**src/hw/rtl/cbb_pkg.sv**
```systemverilog
// Shared types and widths for the clipped box blur.
package cbb_pkg;

    localparam int W_W    = 13;  // frame width, up to 4096
    localparam int H_W    = 14;  // frame height / input row, up to 8192
    localparam int ROW_W  = 13;  // row index
    localparam int COL_W  = 12;  // column index
    localparam int R_W    = 4;   // radius, up to 15
    localparam int RING_W = 6;   // ring row index, up to 47 rows
    localparam int CNT_W  = 10;  // pixels in a window, up to 31*31
    localparam int SUM_W  = 34;  // 24-bit value summed over a full window
    localparam int STEP_W = 6;   // divider step counter
    localparam int CFG_DW = 13;

    typedef enum logic [1:0] {
        REG_RADIUS = 2'd0,
        REG_WIDTH  = 2'd1,
        REG_HEIGHT = 2'd2,
        REG_COLOR  = 2'd3
    } cfg_reg_t;

    typedef enum logic {
        OP_PIXEL = 1'b0,
        OP_DRAIN = 1'b1
    } op_t;

    typedef enum logic [2:0] {
        ST_IDLE,
        ST_SUM,
        ST_FLUSH,
        ST_DIV,
        ST_HOLD
    } back_state_t;

    // effective frame settings
    typedef struct packed {
        logic [W_W-1:0] w;
        logic [H_W-1:0] h;
        logic [R_W-1:0] r;
        logic           color;
    } cfg_t;

    // one output to compute
    typedef struct packed {
        logic [ROW_W-1:0]  row;
        logic [COL_W-1:0]  col;
        logic [RING_W-1:0] ring;
        logic              last;
    } job_t;

    // line store write from the front
    typedef struct packed {
        logic              en;
        logic [RING_W-1:0] ring;
        logic [COL_W-1:0]  col;
        logic [23:0]       data;
    } wr_t;

endpackage

```
**src/hw/rtl/cbb_queue.sv**
```systemverilog
// Two-entry job queue between front and back.
module cbb_queue (
    input  logic          clk,
    input  logic          rst_n,
    input  logic          push,
    input  cbb_pkg::job_t push_job,
    input  logic          pop,
    output logic          full,
    output logic          empty,
    output cbb_pkg::job_t head
);
    import cbb_pkg::*;

    job_t       slot_reg [2];
    logic       rd_ptr_reg, wr_ptr_reg;
    logic [1:0] count_reg;

    assign full  = (count_reg == 2'd2);
    assign empty = (count_reg == 2'd0);
    assign head  = slot_reg[rd_ptr_reg];

    always_ff @(posedge clk)
    begin
        if (push)
            slot_reg[wr_ptr_reg] <= push_job;
    end

    always_ff @(posedge clk or negedge rst_n)
    begin
        if (!rst_n)
        begin
            rd_ptr_reg <= 1'b0;
            wr_ptr_reg <= 1'b0;
            count_reg  <= 2'd0;
        end
        else
        begin
            if (push)
                wr_ptr_reg <= !wr_ptr_reg;
            if (pop)
                rd_ptr_reg <= !rd_ptr_reg;
            if (push && !pop)
                count_reg <= count_reg + 2'd1;
            else if (pop && !push)
                count_reg <= count_reg - 2'd1;
        end
    end

endmodule

```
**config.mk**
```make
export PLATFORM = sky130hd
export DESIGN_NAME = cbb_queue
export DESIGN_NICKNAME = d
export VERILOG_FILES = /design/src/hw/rtl/cbb_pkg.sv /design/src/hw/rtl/cbb_queue.sv
export SDC_FILE = /design/constraint.sdc
export NUM_CORES = 1
export LEC_CHECK = 0
export CORE_UTILIZATION = 35
export CTS_CLUSTER_DIAMETER = 30
export DETAILED_ROUTE_END_ITERATION = 8
export DONT_BUFFER_PORTS = 1
export PLACE_DENSITY_LB_ADDON = 0.3
export SYNTH_ARGS = -nofsm -noshare
export SYNTH_HDL_FRONTEND = slang
export SYNTH_SLANG_ARGS = --single-unit
```
**constraint.sdc**
```tcl
create_clock -name clk -period 4.05 [get_ports clk]
set_clock_uncertainty 0.05 [all_clocks]
set_input_delay 0.405 -clock clk [delete_from_list [all_inputs] [get_ports clk]]
set_output_delay 0.405 -clock clk [all_outputs]
set_load 0.005 [all_outputs]
```
==> metrics.txt <==
# TYPE chip_impl_metric gauge
chip_impl_info{name="run_status",value="completed"} 1
chip_impl_metric{name="synth-warning-count",unit=""} 0
chip_impl_metric{name="yosys.area_share.adder",unit="%"} 0.472
chip_impl_metric{name="grt_use_total",unit="%"} 11.2
chip_impl_metric{name="synth_cell_type_count",unit=""} 13
chip_impl_metric{name="muxShareOfSynthArea",unit="%"} 17.7
chip_impl_metric{name="cts_hold_buffers",unit=""} 1
chip_impl_metric{name="timing.critical_path.buf_inv",unit=""} 0
chip_impl_info{name="reg2reg_launch_point",value="wr_ptr_reg"} 1
chip_impl_metric{name="routed_wl",unit="um"} 4090
chip_impl_info{name="startpoint_of_the_lowest_slack_hold_path",value="pop"} 1
chip_impl_metric{name="initial_utilization",unit="%"} 36.3
chip_impl_metric{name="worst-path-stages",unit=""} 1
chip_impl_metric{name="iter_0_drt_violations",unit=""} 25
chip_impl_metric{name="syn_area_per_cell",unit="um2"} 22.8
chip_impl_metric{name="htree_num_levels",unit=""} 3
chip_impl_metric{name="synth-compound-area-share",unit="%"} 0
chip_impl_metric{name="avgRoutedWirePerCell",unit="um"} 17.9
chip_impl_metric{name="finalCoreUtilization",unit="%"} 39.9
chip_impl_metric{name="antenna_found_initial",unit=""} 0
chip_impl_metric{name="largest_register_ffs",unit=""} 64
chip_impl_info{name="timing.critical_path.to_type",value="primary output"} 1
chip_impl_metric{name="first_pass_grt_wire_length",unit="um"} 5880
chip_impl_metric{name="grt-ovfl-total",unit=""} 0
chip_impl_metric{name="setup_total_negative_slack",unit="ps"} 0
chip_impl_info{name="crit_type",value="register to primary output"} 1
chip_impl_metric{name="antennaDiodeCount",unit=""} 0
chip_impl_info{name="critPathTopFamily",value="flip-flops"} 1
chip_impl_metric{name="grt_start_max_net_pins",unit=""} 34
chip_impl_metric{name="ports_placed_on_the_boundary",unit=""} 70
chip_impl_metric{name="p_sw_share",unit="%"} 26.3
chip_impl_metric{name="clkPwrFrac",unit="%"} 25.5
chip_impl_metric{name="nNetsFinal",unit=""} 162
chip_impl_metric{name="ir_worst_vdd",unit="V"} 0.000474
chip_impl_metric{name="max_freq",unit="MHz"} 439
chip_impl_metric{name="ctsResizeCount",unit=""} 0
chip_impl_metric{name="drv.max_cap_violation_count",unit=""} 0
chip_impl_metric{name="final_count_of_negative_setup_slack_endpoints",unit=""} 0
chip_impl_metric{name="placement.setup.worst_slack",unit="ps"} 2100
chip_impl_metric{name="holdPathStages",unit=""} 1
chip_impl_metric{name="synth_sequential_area_ratio",unit="%"} 76.3
chip_impl_info{name="cp-start-kind",value="register"} 1
chip_impl_metric{name="core-area",unit="um2"} 7290
chip_impl_metric{name="total_switching_power",unit="mW"} 0.527
chip_impl_metric{name="seq_power_share",unit="%"} 53.7
chip_impl_metric{name="place.gp.congestion",unit=""} 0.695
chip_impl_metric{name="ys_seq_elements",unit=""} 68
chip_impl_metric{name="numClockSinks",unit=""} 68
chip_impl_metric{name="routed-via-count",unit=""} 1027
chip_impl_info{name="cell_by_cell_trace_of_the_critical_path",value="mux2_2"} 1
chip_impl_metric{name="synthXorXnorAreaFrac",unit="%"} 1.65
chip_impl_metric{name="post_route_cells_drive_above_1_share",unit="%"} 36.9
chip_impl_metric{name="placedCellCount",unit=""} 212
chip_impl_metric{name="finalCritPeriodShare",unit="%"} 56.2
chip_impl_metric{name="setup_ws",unit="ps"} 1770
chip_impl_info{name="holdPathEnd",value="rd_ptr_reg"} 1
chip_impl_metric{name="timing.final.max_slew_violations",unit=""} 0
chip_impl_metric{name="drc_errors",unit=""} 0
chip_impl_info{name="cts.root.buffer_cell",value="sky130_fd_sc_hd__clkbuf_8"} 1
chip_impl_metric{name="finalNonFillerCells",unit=""} 229
chip_impl_metric{name="post_drt_via_cell_ratio",unit=""} 4.48
chip_impl_metric{name="die-height",unit="um"} 89.0
chip_impl_metric{name="synth_fp_nets",unit=""} 153
chip_impl_metric{name="synthSimpleGateAreaFrac",unit="%"} 0.992
chip_impl_metric{name="clock_latency",unit="ps"} 330
chip_impl_metric{name="dr.pass1.iters",unit=""} 4
chip_impl_metric{name="worst_r2r_path_cells",unit=""} 2
chip_impl_metric{name="total_power_per_unit_cell_area",unit="nW/um2"} 687
chip_impl_metric{name="ant_nets",unit=""} 0
chip_impl_metric{name="core.rowCount",unit=""} 31
chip_impl_info{name="hold_path_class",value="input port to register"} 1
chip_impl_metric{name="cell_internal_power_dissipation",unit="mW"} 1.47
chip_impl_metric{name="cts-root-to-sink-buffers",unit=""} 2
chip_impl_metric{name="growth_of_design_area_from_synthesis_to_finish",unit="%"} 9.87
chip_impl_metric{name="post_synth_instance_area",unit="um2"} 2650
chip_impl_metric{name="port_buffers",unit=""} 0
chip_impl_metric{name="path_max_fanout",unit=""} 33
chip_impl_metric{name="cp.required",unit="ps"} 3600
chip_impl_metric{name="relative_contribution_of_combinational_cells_to_total_power",unit="%"} 20.8
chip_impl_metric{name="slew-limit-headroom",unit="%"} 32.3
chip_impl_info{name="grt_setup_unrepaired",value="false"} 1
chip_impl_info{name="crit_path_top_delay_cell",value="sky130_fd_sc_hd__dfrtp_2"} 1
chip_impl_metric{name="first_global_vias",unit=""} 1125
chip_impl_metric{name="slowest_delay",unit="ps"} 1040
chip_impl_metric{name="r2r_slack",unit="ps"} 2260
chip_impl_metric{name="static-leakage-power",unit="nW"} 1.05
chip_impl_info{name="regToRegEndpoint",value="slot_reg[1][21]"} 1
chip_impl_metric{name="die_area",unit="um2"} 7920
chip_impl_metric{name="critical_path_arrival",unit="ps"} 1820
chip_impl_metric{name="post_cts_buffers",unit=""} 0
chip_impl_info{name="synth_top_family_by_area",value="multiplexers"} 1
chip_impl_info{name="cts_tree",value="built"} 1
chip_impl_metric{name="synthesis.instances",unit=""} 116
chip_impl_metric{name="n_fill_cell",unit=""} 700
chip_impl_metric{name="cts_buffers",unit=""} 9
chip_impl_metric{name="die_x",unit="um"} 89.0
chip_impl_metric{name="cts.reportedPaths.clkPinSlew",unit="ps"} 70
chip_impl_metric{name="tightest_slew",unit="ps"} 1020
chip_impl_metric{name="timing_hold_violations_final",unit=""} 0
chip_impl_metric{name="period_needed",unit="ps"} 2280
metal layers:
metal	vias to the layer above	track usage, %	share of wire, %
met1	516	9.82	33
met5	-	0	0
met2	36	20.1	57
li1	465	-	-
met4	0	7.36	2.4
met3	10	5.54	7.9
power groups by stage:
stage	Combinational [mW]	Clock [mW]	Sequential (mW)
final	0.415	0.510	1.07
after global routing	0.451	0.560	1.09
after CTS	0.429	0.529	1.08
after detailed placement	0.427	0	1.10
after global placement	0.419	0	1.08
after floorplan	0.496	0	0.989
worst max path at each step:
stage               startpoint        endpoint
floorplan                 push  slot_reg[0][0]
finish              rd_ptr_reg        head[24]
global placement    rd_ptr_reg        head[28]
global route        rd_ptr_reg        head[24]
detailed placement  rd_ptr_reg        head[24]
CTS                 rd_ptr_reg        head[24]
cell type report:
| class | count | area (um2) | area share (%) |
|---|---|---|---|
| sequential | 68 | 2020 | 69.5 |
| multi-input combinational | 43 | 559 | 19.2 |
| clock buffer | 10 | 128 | 4.39 |
| tap | 99 | 124 | 4.26 |
| clock inverter | 6 | 55.1 | 1.89 |
| timing repair buffer | 2 | 17.5 | 0.602 |
| inverter | 1 | 3.75 | 0.129 |
placed cells by master (no fill, tap or decap), drive strengths merged:
master,n
edfxtp,64
mux2,32
clkbuf,10
xor2,4
dfrtp,4
clkinv,4
nor2,2
nor2b,2
inv,1
and2,1
xnor2,1
ha,1
clkinvlp,1
bufinv,1
dlygate4sd3,1
buf,1
kinds of logic (layout without fill, tap and decap cells):
| group | after synthesis | count (layout) |
|---|---|---|
| xor+xnor | 5 | 5 |
| buf+inv | 5 | 19 |
| simple gates | 5 | 5 |
| fa+ha+maj | 1 | 1 |
| flops | 68 | 68 |
| mux | 32 | 32 |
metrics by stage:
stage	hold WS (ps)	instance area, um2	total power [mW]
final	99.1	2910	2.00
after global routing	66.9	2910	2.10
after CTS	70.1	2910	2.04
after detailed placement	59.5	2720	1.52
after global placement	59.5	2720	1.50
after floorplan	59.4	2650	1.48
synthesized netlist by cell type:
master | number | area [um2]
sky130_fd_sc_hd__edfxtp_1 | 64 | 1920
sky130_fd_sc_hd__mux2_4 | 29 | 435
sky130_fd_sc_hd__xnor2_1 | 1 | 8.76
sky130_fd_sc_hd__xor2_1 | 4 | 35.0
sky130_fd_sc_hd__ha_1 | 1 | 12.5
sky130_fd_sc_hd__mux2_2 | 3 | 33.8
sky130_fd_sc_hd__buf_6 | 1 | 11.3
sky130_fd_sc_hd__nor2_1 | 2 | 7.51
sky130_fd_sc_hd__and2_1 | 1 | 6.26
sky130_fd_sc_hd__nor2b_1 | 2 | 12.5
sky130_fd_sc_hd__inv_1 | 1 | 3.75
sky130_fd_sc_hd__dfrtp_1 | 4 | 100
sky130_fd_sc_hd__buf_12 | 3 | 60.1
No activity file was read; power rests on OpenSTA's default activity.
