File: config.mk
export PLATFORM = sky130hd
export DESIGN_NAME = cbb_front
export DESIGN_NICKNAME = d
export VERILOG_FILES = /design/src/hw/rtl/cbb_pkg.sv /design/src/hw/rtl/cbb_front.sv
export SDC_FILE = /design/constraint.sdc
export NUM_CORES = 1
export LEC_CHECK = 0
export BUFFER_PORTS_ARGS = -buffer_cell sky130_fd_sc_hd__clkbuf_2
export CAP_MARGIN = 5
export CORE_MARGIN = 3
export CORE_UTILIZATION = 50
export CTS_CLUSTER_SIZE = 24
export DETAILED_ROUTE_END_ITERATION = 8
export HOLD_SLACK_MARGIN = 0.03
export PLACE_DENSITY = 0.8
export SYNTH_ARGS = -nofsm -noshare
export SYNTH_HDL_FRONTEND = slang
export SYNTH_SLANG_ARGS = --single-unit
File: constraint.sdc
create_clock -name clk -period 8.2 [get_ports clk]
set_input_delay 0.41 -clock clk [delete_from_list [all_inputs] [get_ports clk]]
set_output_delay 0.41 -clock clk [all_outputs]
set_load 0.03 [all_outputs]
File: src/hw/rtl/cbb_pkg.sv
// Shared types and widths for the clipped box blur.
package cbb_pkg;

    localparam int W_W    = 13;  // frame width, up to 4096
    localparam int H_W    = 14;  // frame height / input row, up to 8192
    localparam int ROW_W  = 13;  // row index
    localparam int COL_W  = 12;  // column index
    localparam int R_W    = 4;   // radius, up to 15
    localparam int RING_W = 6;   // ring row index, up to 47 rows
    localparam int CNT_W  = 10;  // pixels in a window, up to 31*31
    localparam int SUM_W  = 34;  // 24-bit value summed over a full window
    localparam int STEP_W = 6;   // divider step counter
    localparam int CFG_DW = 13;

    typedef enum logic [1:0] {
        REG_RADIUS = 2'd0,
        REG_WIDTH  = 2'd1,
        REG_HEIGHT = 2'd2,
        REG_COLOR  = 2'd3
    } cfg_reg_t;

    typedef enum logic {
        OP_PIXEL = 1'b0,
        OP_DRAIN = 1'b1
    } op_t;

    typedef enum logic [2:0] {
        ST_IDLE,
        ST_SUM,
        ST_FLUSH,
        ST_DIV,
        ST_HOLD
    } back_state_t;

    // effective frame settings
    typedef struct packed {
        logic [W_W-1:0] w;
        logic [H_W-1:0] h;
        logic [R_W-1:0] r;
        logic           color;
    } cfg_t;

    // one output to compute
    typedef struct packed {
        logic [ROW_W-1:0]  row;
        logic [COL_W-1:0]  col;
        logic [RING_W-1:0] ring;
        logic              last;
    } job_t;

    // line store write from the front
    typedef struct packed {
        logic              en;
        logic [RING_W-1:0] ring;
        logic [COL_W-1:0]  col;
        logic [23:0]       data;
    } wr_t;

endpackage

File: src/hw/rtl/cbb_front.sv
// Front end: config registers, input/output position tracking, job issue.
module cbb_front #(
    parameter int MAX_RADIUS = 7,
    parameter int MAX_WIDTH  = 1024,
    parameter int MAX_HEIGHT = 4096,
    parameter int RING_ROWS  = 23
) (
    input  logic                 clk,
    input  logic                 rst_n,
    input  logic                 cfg_write_en,
    input  logic [1:0]           cfg_index,
    input  logic [12:0]          cfg_data,
    input  logic                 in_valid,
    output logic                 in_ready,
    input  logic                 op,
    input  logic [23:0]          pixel_in,
    input  logic                 q_full,
    output logic                 push,
    output cbb_pkg::job_t        job,
    output cbb_pkg::wr_t         wr,
    output cbb_pkg::cfg_t        cfg
);
    import cbb_pkg::*;

    logic [2:0]  radius_reg;
    logic [10:0] width_reg;
    logic [12:0] height_reg;
    logic        color_reg;

    logic [H_W-1:0]    in_row_reg, in_row_next;
    logic [COL_W-1:0]  in_col_reg, in_col_next;
    logic [RING_W-1:0] in_ring_reg, in_ring_next;
    logic [ROW_W-1:0]  emit_row_reg, emit_row_next;
    logic [COL_W-1:0]  emit_col_reg, emit_col_next;
    logic [RING_W-1:0] emit_ring_reg, emit_ring_next;

    logic [W_W-1:0] w;
    logic [H_W-1:0] h;
    logic [R_W-1:0] r;
    logic           fire, wr_en, emit, last, ready_win;
    logic [H_W:0]   need_row;
    logic [W_W:0]   need_col;

    always_comb
    begin
        r = (32'(radius_reg) > MAX_RADIUS) ? R_W'(MAX_RADIUS) : R_W'(radius_reg);
        if (width_reg == '0)
            w = W_W'(1);
        else if (32'(width_reg) > MAX_WIDTH)
            w = W_W'(MAX_WIDTH);
        else
            w = W_W'(width_reg);
        if (height_reg == '0)
            h = H_W'(1);
        else if (32'(height_reg) > MAX_HEIGHT)
            h = H_W'(MAX_HEIGHT);
        else
            h = H_W'(height_reg);
    end

    assign cfg = '{w: w, h: h, r: r, color: color_reg};

    assign in_ready = !q_full;
    assign fire     = in_valid && in_ready;
    assign wr_en    = fire && (op == OP_PIXEL) && (in_row_reg < h);

    // input position after this item's pixel is stored
    always_comb
    begin
        in_row_next  = in_row_reg;
        in_col_next  = in_col_reg;
        in_ring_next = in_ring_reg;
        if (wr_en)
        begin
            if (W_W'(in_col_reg) + W_W'(1) >= w)
            begin
                in_col_next  = '0;
                in_row_next  = in_row_reg + H_W'(1);
                in_ring_next = (32'(in_ring_reg) == RING_ROWS - 1) ? '0
                             : in_ring_reg + RING_W'(1);
            end
            else
            begin
                in_col_next = in_col_reg + COL_W'(1);
            end
        end
    end

    always_comb
    begin
        need_row = (H_W+1)'(emit_row_reg) + (H_W+1)'(r);
        if (need_row > (H_W+1)'(h) - (H_W+1)'(1))
            need_row = (H_W+1)'(h) - (H_W+1)'(1);
        need_col = (W_W+1)'(emit_col_reg) + (W_W+1)'(r);
        if (need_col > (W_W+1)'(w) - (W_W+1)'(1))
            need_col = (W_W+1)'(w) - (W_W+1)'(1);
        ready_win = (in_row_next >= h)
                 || ((H_W+1)'(in_row_next) > need_row)
                 || (((H_W+1)'(in_row_next) == need_row)
                     && ((W_W+1)'(in_col_next) > need_col));
    end

    assign emit = fire && (H_W'(emit_row_reg) < h) && ready_win;
    assign last = (H_W'(emit_row_reg) == h - H_W'(1))
               && (W_W'(emit_col_reg) == w - W_W'(1));
    assign push = emit;
    assign job  = '{row: emit_row_reg, col: emit_col_reg, ring: emit_ring_reg, last: last};
    assign wr   = '{en: wr_en, ring: in_ring_reg, col: in_col_reg, data: pixel_in};

    always_comb
    begin
        emit_row_next  = emit_row_reg;
        emit_col_next  = emit_col_reg;
        emit_ring_next = emit_ring_reg;
        if (emit)
        begin
            if (W_W'(emit_col_reg) + W_W'(1) >= w)
            begin
                emit_col_next  = '0;
                emit_row_next  = emit_row_reg + ROW_W'(1);
                emit_ring_next = (32'(emit_ring_reg) == RING_ROWS - 1) ? '0
                               : emit_ring_reg + RING_W'(1);
            end
            else
            begin
                emit_col_next = emit_col_reg + COL_W'(1);
            end
        end
    end

    always_ff @(posedge clk or negedge rst_n)
    begin
        if (!rst_n)
        begin
            radius_reg    <= 3'd1;
            width_reg     <= 11'd640;
            height_reg    <= 13'd480;
            color_reg     <= 1'b1;
            in_row_reg    <= '0;
            in_col_reg    <= '0;
            in_ring_reg   <= '0;
            emit_row_reg  <= '0;
            emit_col_reg  <= '0;
            emit_ring_reg <= '0;
        end
        else if (cfg_write_en || (emit && last))
        begin
            // any write, or the last output, starts a new frame
            if (cfg_write_en)
            begin
                unique case (cfg_reg_t'(cfg_index))
                    REG_RADIUS: radius_reg <= cfg_data[2:0];
                    REG_WIDTH:  width_reg  <= cfg_data[10:0];
                    REG_HEIGHT: height_reg <= cfg_data[12:0];
                    REG_COLOR:  color_reg  <= cfg_data[0];
                    default: ;
                endcase
            end
            in_row_reg    <= '0;
            in_col_reg    <= '0;
            // after a frame end the ring carries on, so rows that queued
            // jobs of the old frame still read are not overwritten
            in_ring_reg   <= cfg_write_en ? '0 : in_ring_next;
            emit_row_reg  <= '0;
            emit_col_reg  <= '0;
            emit_ring_reg <= cfg_write_en ? '0 : in_ring_next;
        end
        else
        begin
            in_row_reg    <= in_row_next;
            in_col_reg    <= in_col_next;
            in_ring_reg   <= in_ring_next;
            emit_row_reg  <= emit_row_next;
            emit_col_reg  <= emit_col_next;
            emit_ring_reg <= emit_ring_next;
        end
    end

endmodule

==> impl_metrics.yaml, run 1 <==
sta:
  finalSetupTns_ns: 0
  slew_headroom_pct: 42.9
  layout_min_cycle_time_ns: 7.77
  hold_viol: 0
  fin_skew_ns: 0.0144
  setup_viol: 0
  slew_violations: 0
  max_freq_mhz: 129
  period_share_pct: 94.7
  worstMarginPinSlew_ns: 0.854
floorplanning:
  die_w_um: 147
  core_mm2: 0.0191
  num_rows: 50
  io_pins: 154
  die_h_um: 147
  dieArea_mm2: 0.0216
  start_util_pct: 51.9
critical_path:
  cp_data_required_time_ns: 8.48
  setup.worst_path.start_class: "flip-flop"
  reg2reg_depth: 28
  r2r_start: "width_reg[2]"
  critPathMaxFanout: 31
  reg2reg_to: "emit_row_reg[6]"
  critPathMaxStageDelay_ns: 0.58
  worst_path_max_delay_cell: "nor4_4"
  critPathKind: "reg -> reg"
  critPathArrivalTime_ns: 8.05
  r2r_setup_slack_ns: 0.43
  endpoint_kind: "flip-flop"
synth:
  synth-edff-count: 0
  syn-mean-instance-area_um2: 8.33
  synthTopCellsByArea: "dfrtp_1 21%, ha_1 16%, xnor2_1 4.4%"
  yosys.area.top_type: "dfrtp_1"
  synthArstFlopShare_pct: 100
  synth.distinct_cells: 83
  synth_top_area_share_pct: 20.9
  yosysMostFrequentCell: "ha_1"
  synthesis.area_mm2: 0.00994
  seq_area_frac_synth_pct: 23.0
  ys.flop_type: "dfrtp_1"
  synthCells: 1193
  ys_warn_count: 0
  post_synth_most_frequent_cells: "129 x ha_1, 85 x nand2_1, 84 x nor2_1"
  ys_ff_latch: 91
cts:
  clock_path_buffers: 2
  insertion_delay_ns: 0.37
  cts.clk_slew.worst_paths_ns: 0.07
  h-tree-depth: 3
  cts_tree: "done"
  cts-root-buf: "clkbuf_16"
  clkSinkCount: 91
  cts-buffers-inserted: 9
final_layout:
  seq_area_mm2: 0.00229
  drive_gt1_share_pct: 16.4
  areaGrowthSynthToFinish_pct: 7.45
  fin_nets: 1401
  final_util_pct: 55.8
  fin_area_mm2: 0.0107
  largest_register_ffs: 14
  fillerInstances: 1801
  multi_input_area_mm2: 0.00689
  diodes: 0
detailed_routing:
  drt_wl_total_mm: 32.1
  wl_per_cell_um: 21.6
  num_vias: 9468
  post-route-drc-count: 0
  viasPerCell: 6.35
  dr.pass1.iters: 5
  first_iter_violations: 1054
  ant_nets: 0
hold_path:
  hold_path_end: "height_reg[12]"
  hp-class: "in -> reg"
  min_path_cells: 2
  hold_start: "cfg_data[12]"
grt:
  grt_pass1_wl_mm: 50.2
  grt_pass1_vias: 8939
  grt_usage_pct: 29.4
  antenna_found_initial: 0
  grt_max_degree: 60
  gr-total-overflow: 0
power:
  p_per_area_mw_per_mm2: 185
  ir_drop_v: 0.000144
  total_power_mw: 1.98
  p_leak_nw: 5.21
run:
  drv_cap: 0
placement:
  post-dp-hpwl_mm: 25.2
  port_buffers: 101
  place_congestion: 1.02
  place_area_mm2: 0.0104
outcome:
  status: "finished, final reports clean"
==> layout make-up <==
cell class	count	share of cell area (%)
Sequential cell	91	21.4
Tap cell	260	3.04
Timing Repair Buffer	116	5.83
Clock inverter	7	0.550
Multi-Input combinational cell	933	64.5
Clock buffer	9	2.11
Inverter	74	2.60
==> critical path: cells and delay by family (launching register included) <==
| kind | cells | cell delay (ns) |
|---|---|---|
| AO/OA/AOI/OAI | 11 | 2.51 |
| adder cells (fa/ha/maj) | 3 | 1.04 |
| buffers and inverters | 4 | 0.94 |
| flip-flops | 1 | 0.53 |
| AND/OR/NAND/NOR | 10 | 2.65 |
==> where the power goes <==
group          leakage (nW)  total [mW]  internal [mW]  switching [mW]
logic                  3.88       0.967          0.359           0.608
registers              1.19       0.592          0.495          0.0969
clock network         0.132       0.422          0.211           0.211
==> cell usage in the layout, fill, tap and decap left out, types with 27 or more instances in the layout <==
cell type / n
inv_1: 71
mux2_2: 36
clkbuf_2: 100
nand4_1: 31
ha_1: 129
nand3_1: 53
o21ai_0: 47
a21oi_1: 52
xnor2_1: 50
nand2_1: 85
dfrtp_1: 83
nor2_1: 84
and2_1: 27
==> worst max-delay path by stage <==
stage	start	endpoint	cells past startpoint
3_3_place_gp	width_reg[2]	emit_ring_reg[3]	25
4_1_cts	height_reg[2]	emit_ring_reg[3]	28
2_1_floorplan	width_reg[6]	emit_ring_reg[2]	28
3_5_place_dp	height_reg[2]	emit_ring_reg[3]	28
5_1_grt	height_reg[2]	emit_ring_reg[0]	29
6_report	width_reg[2]	emit_row_reg[6]	28
==> per-layer routing <==
layer  wire [µm]  GRT usage [%]
met3        2920           5.55
met2       14100           44.3
met5           0              0
met1       14300           42.6
met4         846           9.46
==> timing repair <==
item                                   in CTS  in global routing
setup buffers                               0                  5
gates resized for setup                     0                  1
hold buffers                                1                  0
endpoints found under the hold margin      26                  0
setup endpoints to repair                   0                 23
==> metrics by stage <==
step / hold slack (ns) / worst slack [ns] / cells
2_1_floorplan: 0.114 / 1.22 / 1197
3_3_place_gp: 0.394 / 0.706 / 1468
3_5_place_dp: 0.398 / 0.455 / 1468
4_1_cts: 0.275 / 0.448 / 1485
5_1_grt: 0.289 / -0.0203 / 1490
6_report: 0.286 / 0.431 / 1490
==> logic make-up after synthesis <==
group                    Yosys count  share of synthesized area [%]
multiplexers                      57                           6.19
XOR/XNOR                          73                           6.57
AND/OR/NAND/NOR                  427                           23.2
buffers and inverters            173                           8.09
adder cells (fa/ha/maj)          131                           16.6
other                              2                         0.0755
AO/OA/AOI/OAI                    239                           16.2
flip-flops                        91                           23.0
Note: power is estimated with default switching activity, not from simulation.
==> run 2: changes to the inputs <==
RECOVER_POWER = 50   (was not set)
REMOVE_ABC_BUFFERS = 1   (was not set)
clock period = 7.2 ns   (was 8.2 ns; I/O delays follow)
==> run 2 against run 1 <==
Clock skew is 0.0010 ns higher. Hold slack got worse by 0.047 ns. Flip-flop and latch count unchanged. Critical path type is now reg -> out. Register-to-register slack got worse by 0.08 ns. The run now ends with max-capacitance violations, max-slew violations left. Die area is the same. Critical path depth fell by 5.
==> impl_metrics.yaml, run 2 (synthesis gave the netlist of run 1 again) <==
grt:
  grt_pass1_vias: 9110
  grt_pass1_wl_mm: 50.7
  gr-total-overflow: 0
  antenna_found_initial: 0
  grt_usage_pct: 29.5
  grt_max_degree: 72
critical_path:
  setup.worst_path.start_class: "flip-flop"
  r2r_start: "width_reg[8]"
  crit_chain: "or4_1, nor2_1, o21ai_2, ha_4, and3_1, nor3_1, inv_1, ha_1, nand4_1, or4_1, o21a_1, nor2_2, nor2_1, a21oi_1, ha_1, a21o_1, a21o_1, a221o_1, a221o_1, a41oi_1, o211ai_1, and2_1, clkbuf_2"
  critPathKind: "reg -> out"
  endpoint_kind: "primary output"
  cp.depth: 23
  worst-path-buf-inv: 2
  path_delay_family: "simple AND/OR/NAND/NOR gates"
  reg2reg_to: "emit_ring_reg[3]"
  worst_path_max_delay_cell: "or4_1"
  critPathArrivalTime_ns: 6.51
  cp_data_required_time_ns: 6.84
  critPathMaxFanout: 13
  reg2reg_depth: 26
  critPathMaxStageDelay_ns: 0.62
  r2r_setup_slack_ns: 0.35
final_layout:
  final_cell_mix: "128 x ha_1, 85 x nand2_1, 83 x nor2_1, 83 x dfrtp_1, 71 x inv_1"
  diodes: 0
  fillerInstances: 1785
  fin_area_mm2: 0.0109
  drive_gt1_share_pct: 13.8
  fin_nets: 1431
  fin_cells: 1520
  areaGrowthSynthToFinish_pct: 9.58
  final_util_pct: 56.9
  largest_register_ffs: 14
  final_common_cell: "ha_1"
sta:
  max_freq_mhz: 145
  fin_skew_ns: 0.0155
  slew_violations: 72
  period_share_pct: 95.5
  worstMarginPinSlew_ns: 3.96
  whs_ns: 0.239
  slew_headroom_pct: -164
  hold_viol: 0
  setup_slack_ns: 0.325
  setup_viol: 0
  layout_min_cycle_time_ns: 6.87
power:
  sw_frac_of_total_pct: 44.8
  pwr-share-comb_pct: 50.2
  p_leak_nw: 5.18
  p_int_mw: 1.32
  power_frac_clock_pct: 22.7
  power.switching_mw: 1.07
  p_per_area_mw_per_mm2: 219
  ir_drop_v: 0.000204
  p_seq_share_pct: 27.0
detailed_routing:
  dr.pass1.iters: 6
  num_vias: 9621
  drt_wl_total_mm: 32.6
  ant_nets: 0
  viasPerCell: 6.33
  wl_per_cell_um: 21.4
  post-route-drc-count: 0
  first_iter_violations: 933
outcome:
  violations: "max-capacitance violations, max-slew violations"
  status: "complete, but fails checks"
floorplanning:
  dieArea_mm2: 0.0216
  die_w_um: 147
  start_util_pct: 51.9
  die_h_um: 147
  core_mm2: 0.0191
  io_pins: 154
  num_rows: 50
cts:
  insertion_delay_ns: 0.37
  clock_path_buffers: 2
  cts.clk_slew.worst_paths_ns: 0.07
  clkSinkCount: 91
  h-tree-depth: 3
  cts-root-buf: "clkbuf_16"
  cts-buffers-inserted: 9
  cts_tree: "done"
placement:
  placed_cells: 1498
  place_congestion: 0.982
  place_area_mm2: 0.0106
  post-dp-hpwl_mm: 25.6
  port_buffers: 101
  pre_cts_slack_ns: -0.0832
hold_path:
  hp-class: "in -> reg"
  min_path_cells: 2
  hold_path_end: "height_reg[11]"
  hold_start: "cfg_data[11]"
run:
  drv_cap: 1
==> run 2: worst reg2reg max path: cells and delay by family (launching register included) <==
kind | cells | cell delay (ns)
flip-flops | 1 | 0.46
AO/OA/AOI/OAI | 11 | 2.50
AND/OR/NAND/NOR | 9 | 2.34
buffers and inverters | 3 | 0.65
adder cells (fa/ha/maj) | 3 | 0.81
==> run 2: repair_timing <==
item / in CTS / in global routing
hold endpoints to repair: 20 / 0
buffers inserted: 0 / 5
pin swaps: 0 / 4
resized for setup: 2 / 6
hold buffers: 1 / 0
setup endpoints to repair: 7 / 32
==> run 2: layer usage <==
metal / routed length, µm / global-route usage [%]
met5: 0 / 0
met4: 1410 / 13.0
met3: 2880 / 6.29
met2: 14000 / 43.4
met1: 14200 / 41.6
==> run 2: worst max-delay path by stage <==
stage | from | endpoint
CTS | width_reg[3] | emit_ring_reg[3]
global route | width_reg[8] | emit_ring_reg[3]
floorplan | height_reg[12] | emit_row_reg[6]
global placement | width_reg[7] | emit_ring_reg[3]
finish | width_reg[8] | push
detailed placement | width_reg[7] | emit_ring_reg[2]
==> run 2: stage by stage <==
step | TNS [ns] | total power [mW]
2_1_floorplan | -6.77 | 1.40
3_3_place_gp | 0 | 1.78
3_5_place_dp | -0.164 | 1.80
4_1_cts | 0 | 2.35
5_1_grt | -0.0600 | 2.52
6_report | 0 | 2.39
==> run 2: power groups by stage <==
stage	combinational [mW]	sequential, mW	clock [mW]
finish	1.20	0.645	0.542
global route	1.30	0.652	0.570
CTS	1.16	0.642	0.547
detailed placement	1.15	0.651	0
global placement	1.13	0.649	0
floorplan	0.698	0.699	0
==> run 2: area by class of cell <==
| class | instances | area [µm²] | share of cell area (%) |
|---|---|---|---|
| flip-flops and latches | 91 | 2290 | 21.0 |
| clock inverters | 6 | 95.1 | 0.873 |
| repair buffers | 146 | 768 | 7.05 |
| well taps | 260 | 325 | 2.99 |
| multi-input cells | 933 | 6910 | 63.4 |
| clock buffers | 10 | 229 | 2.10 |
| inverters | 74 | 278 | 2.55 |
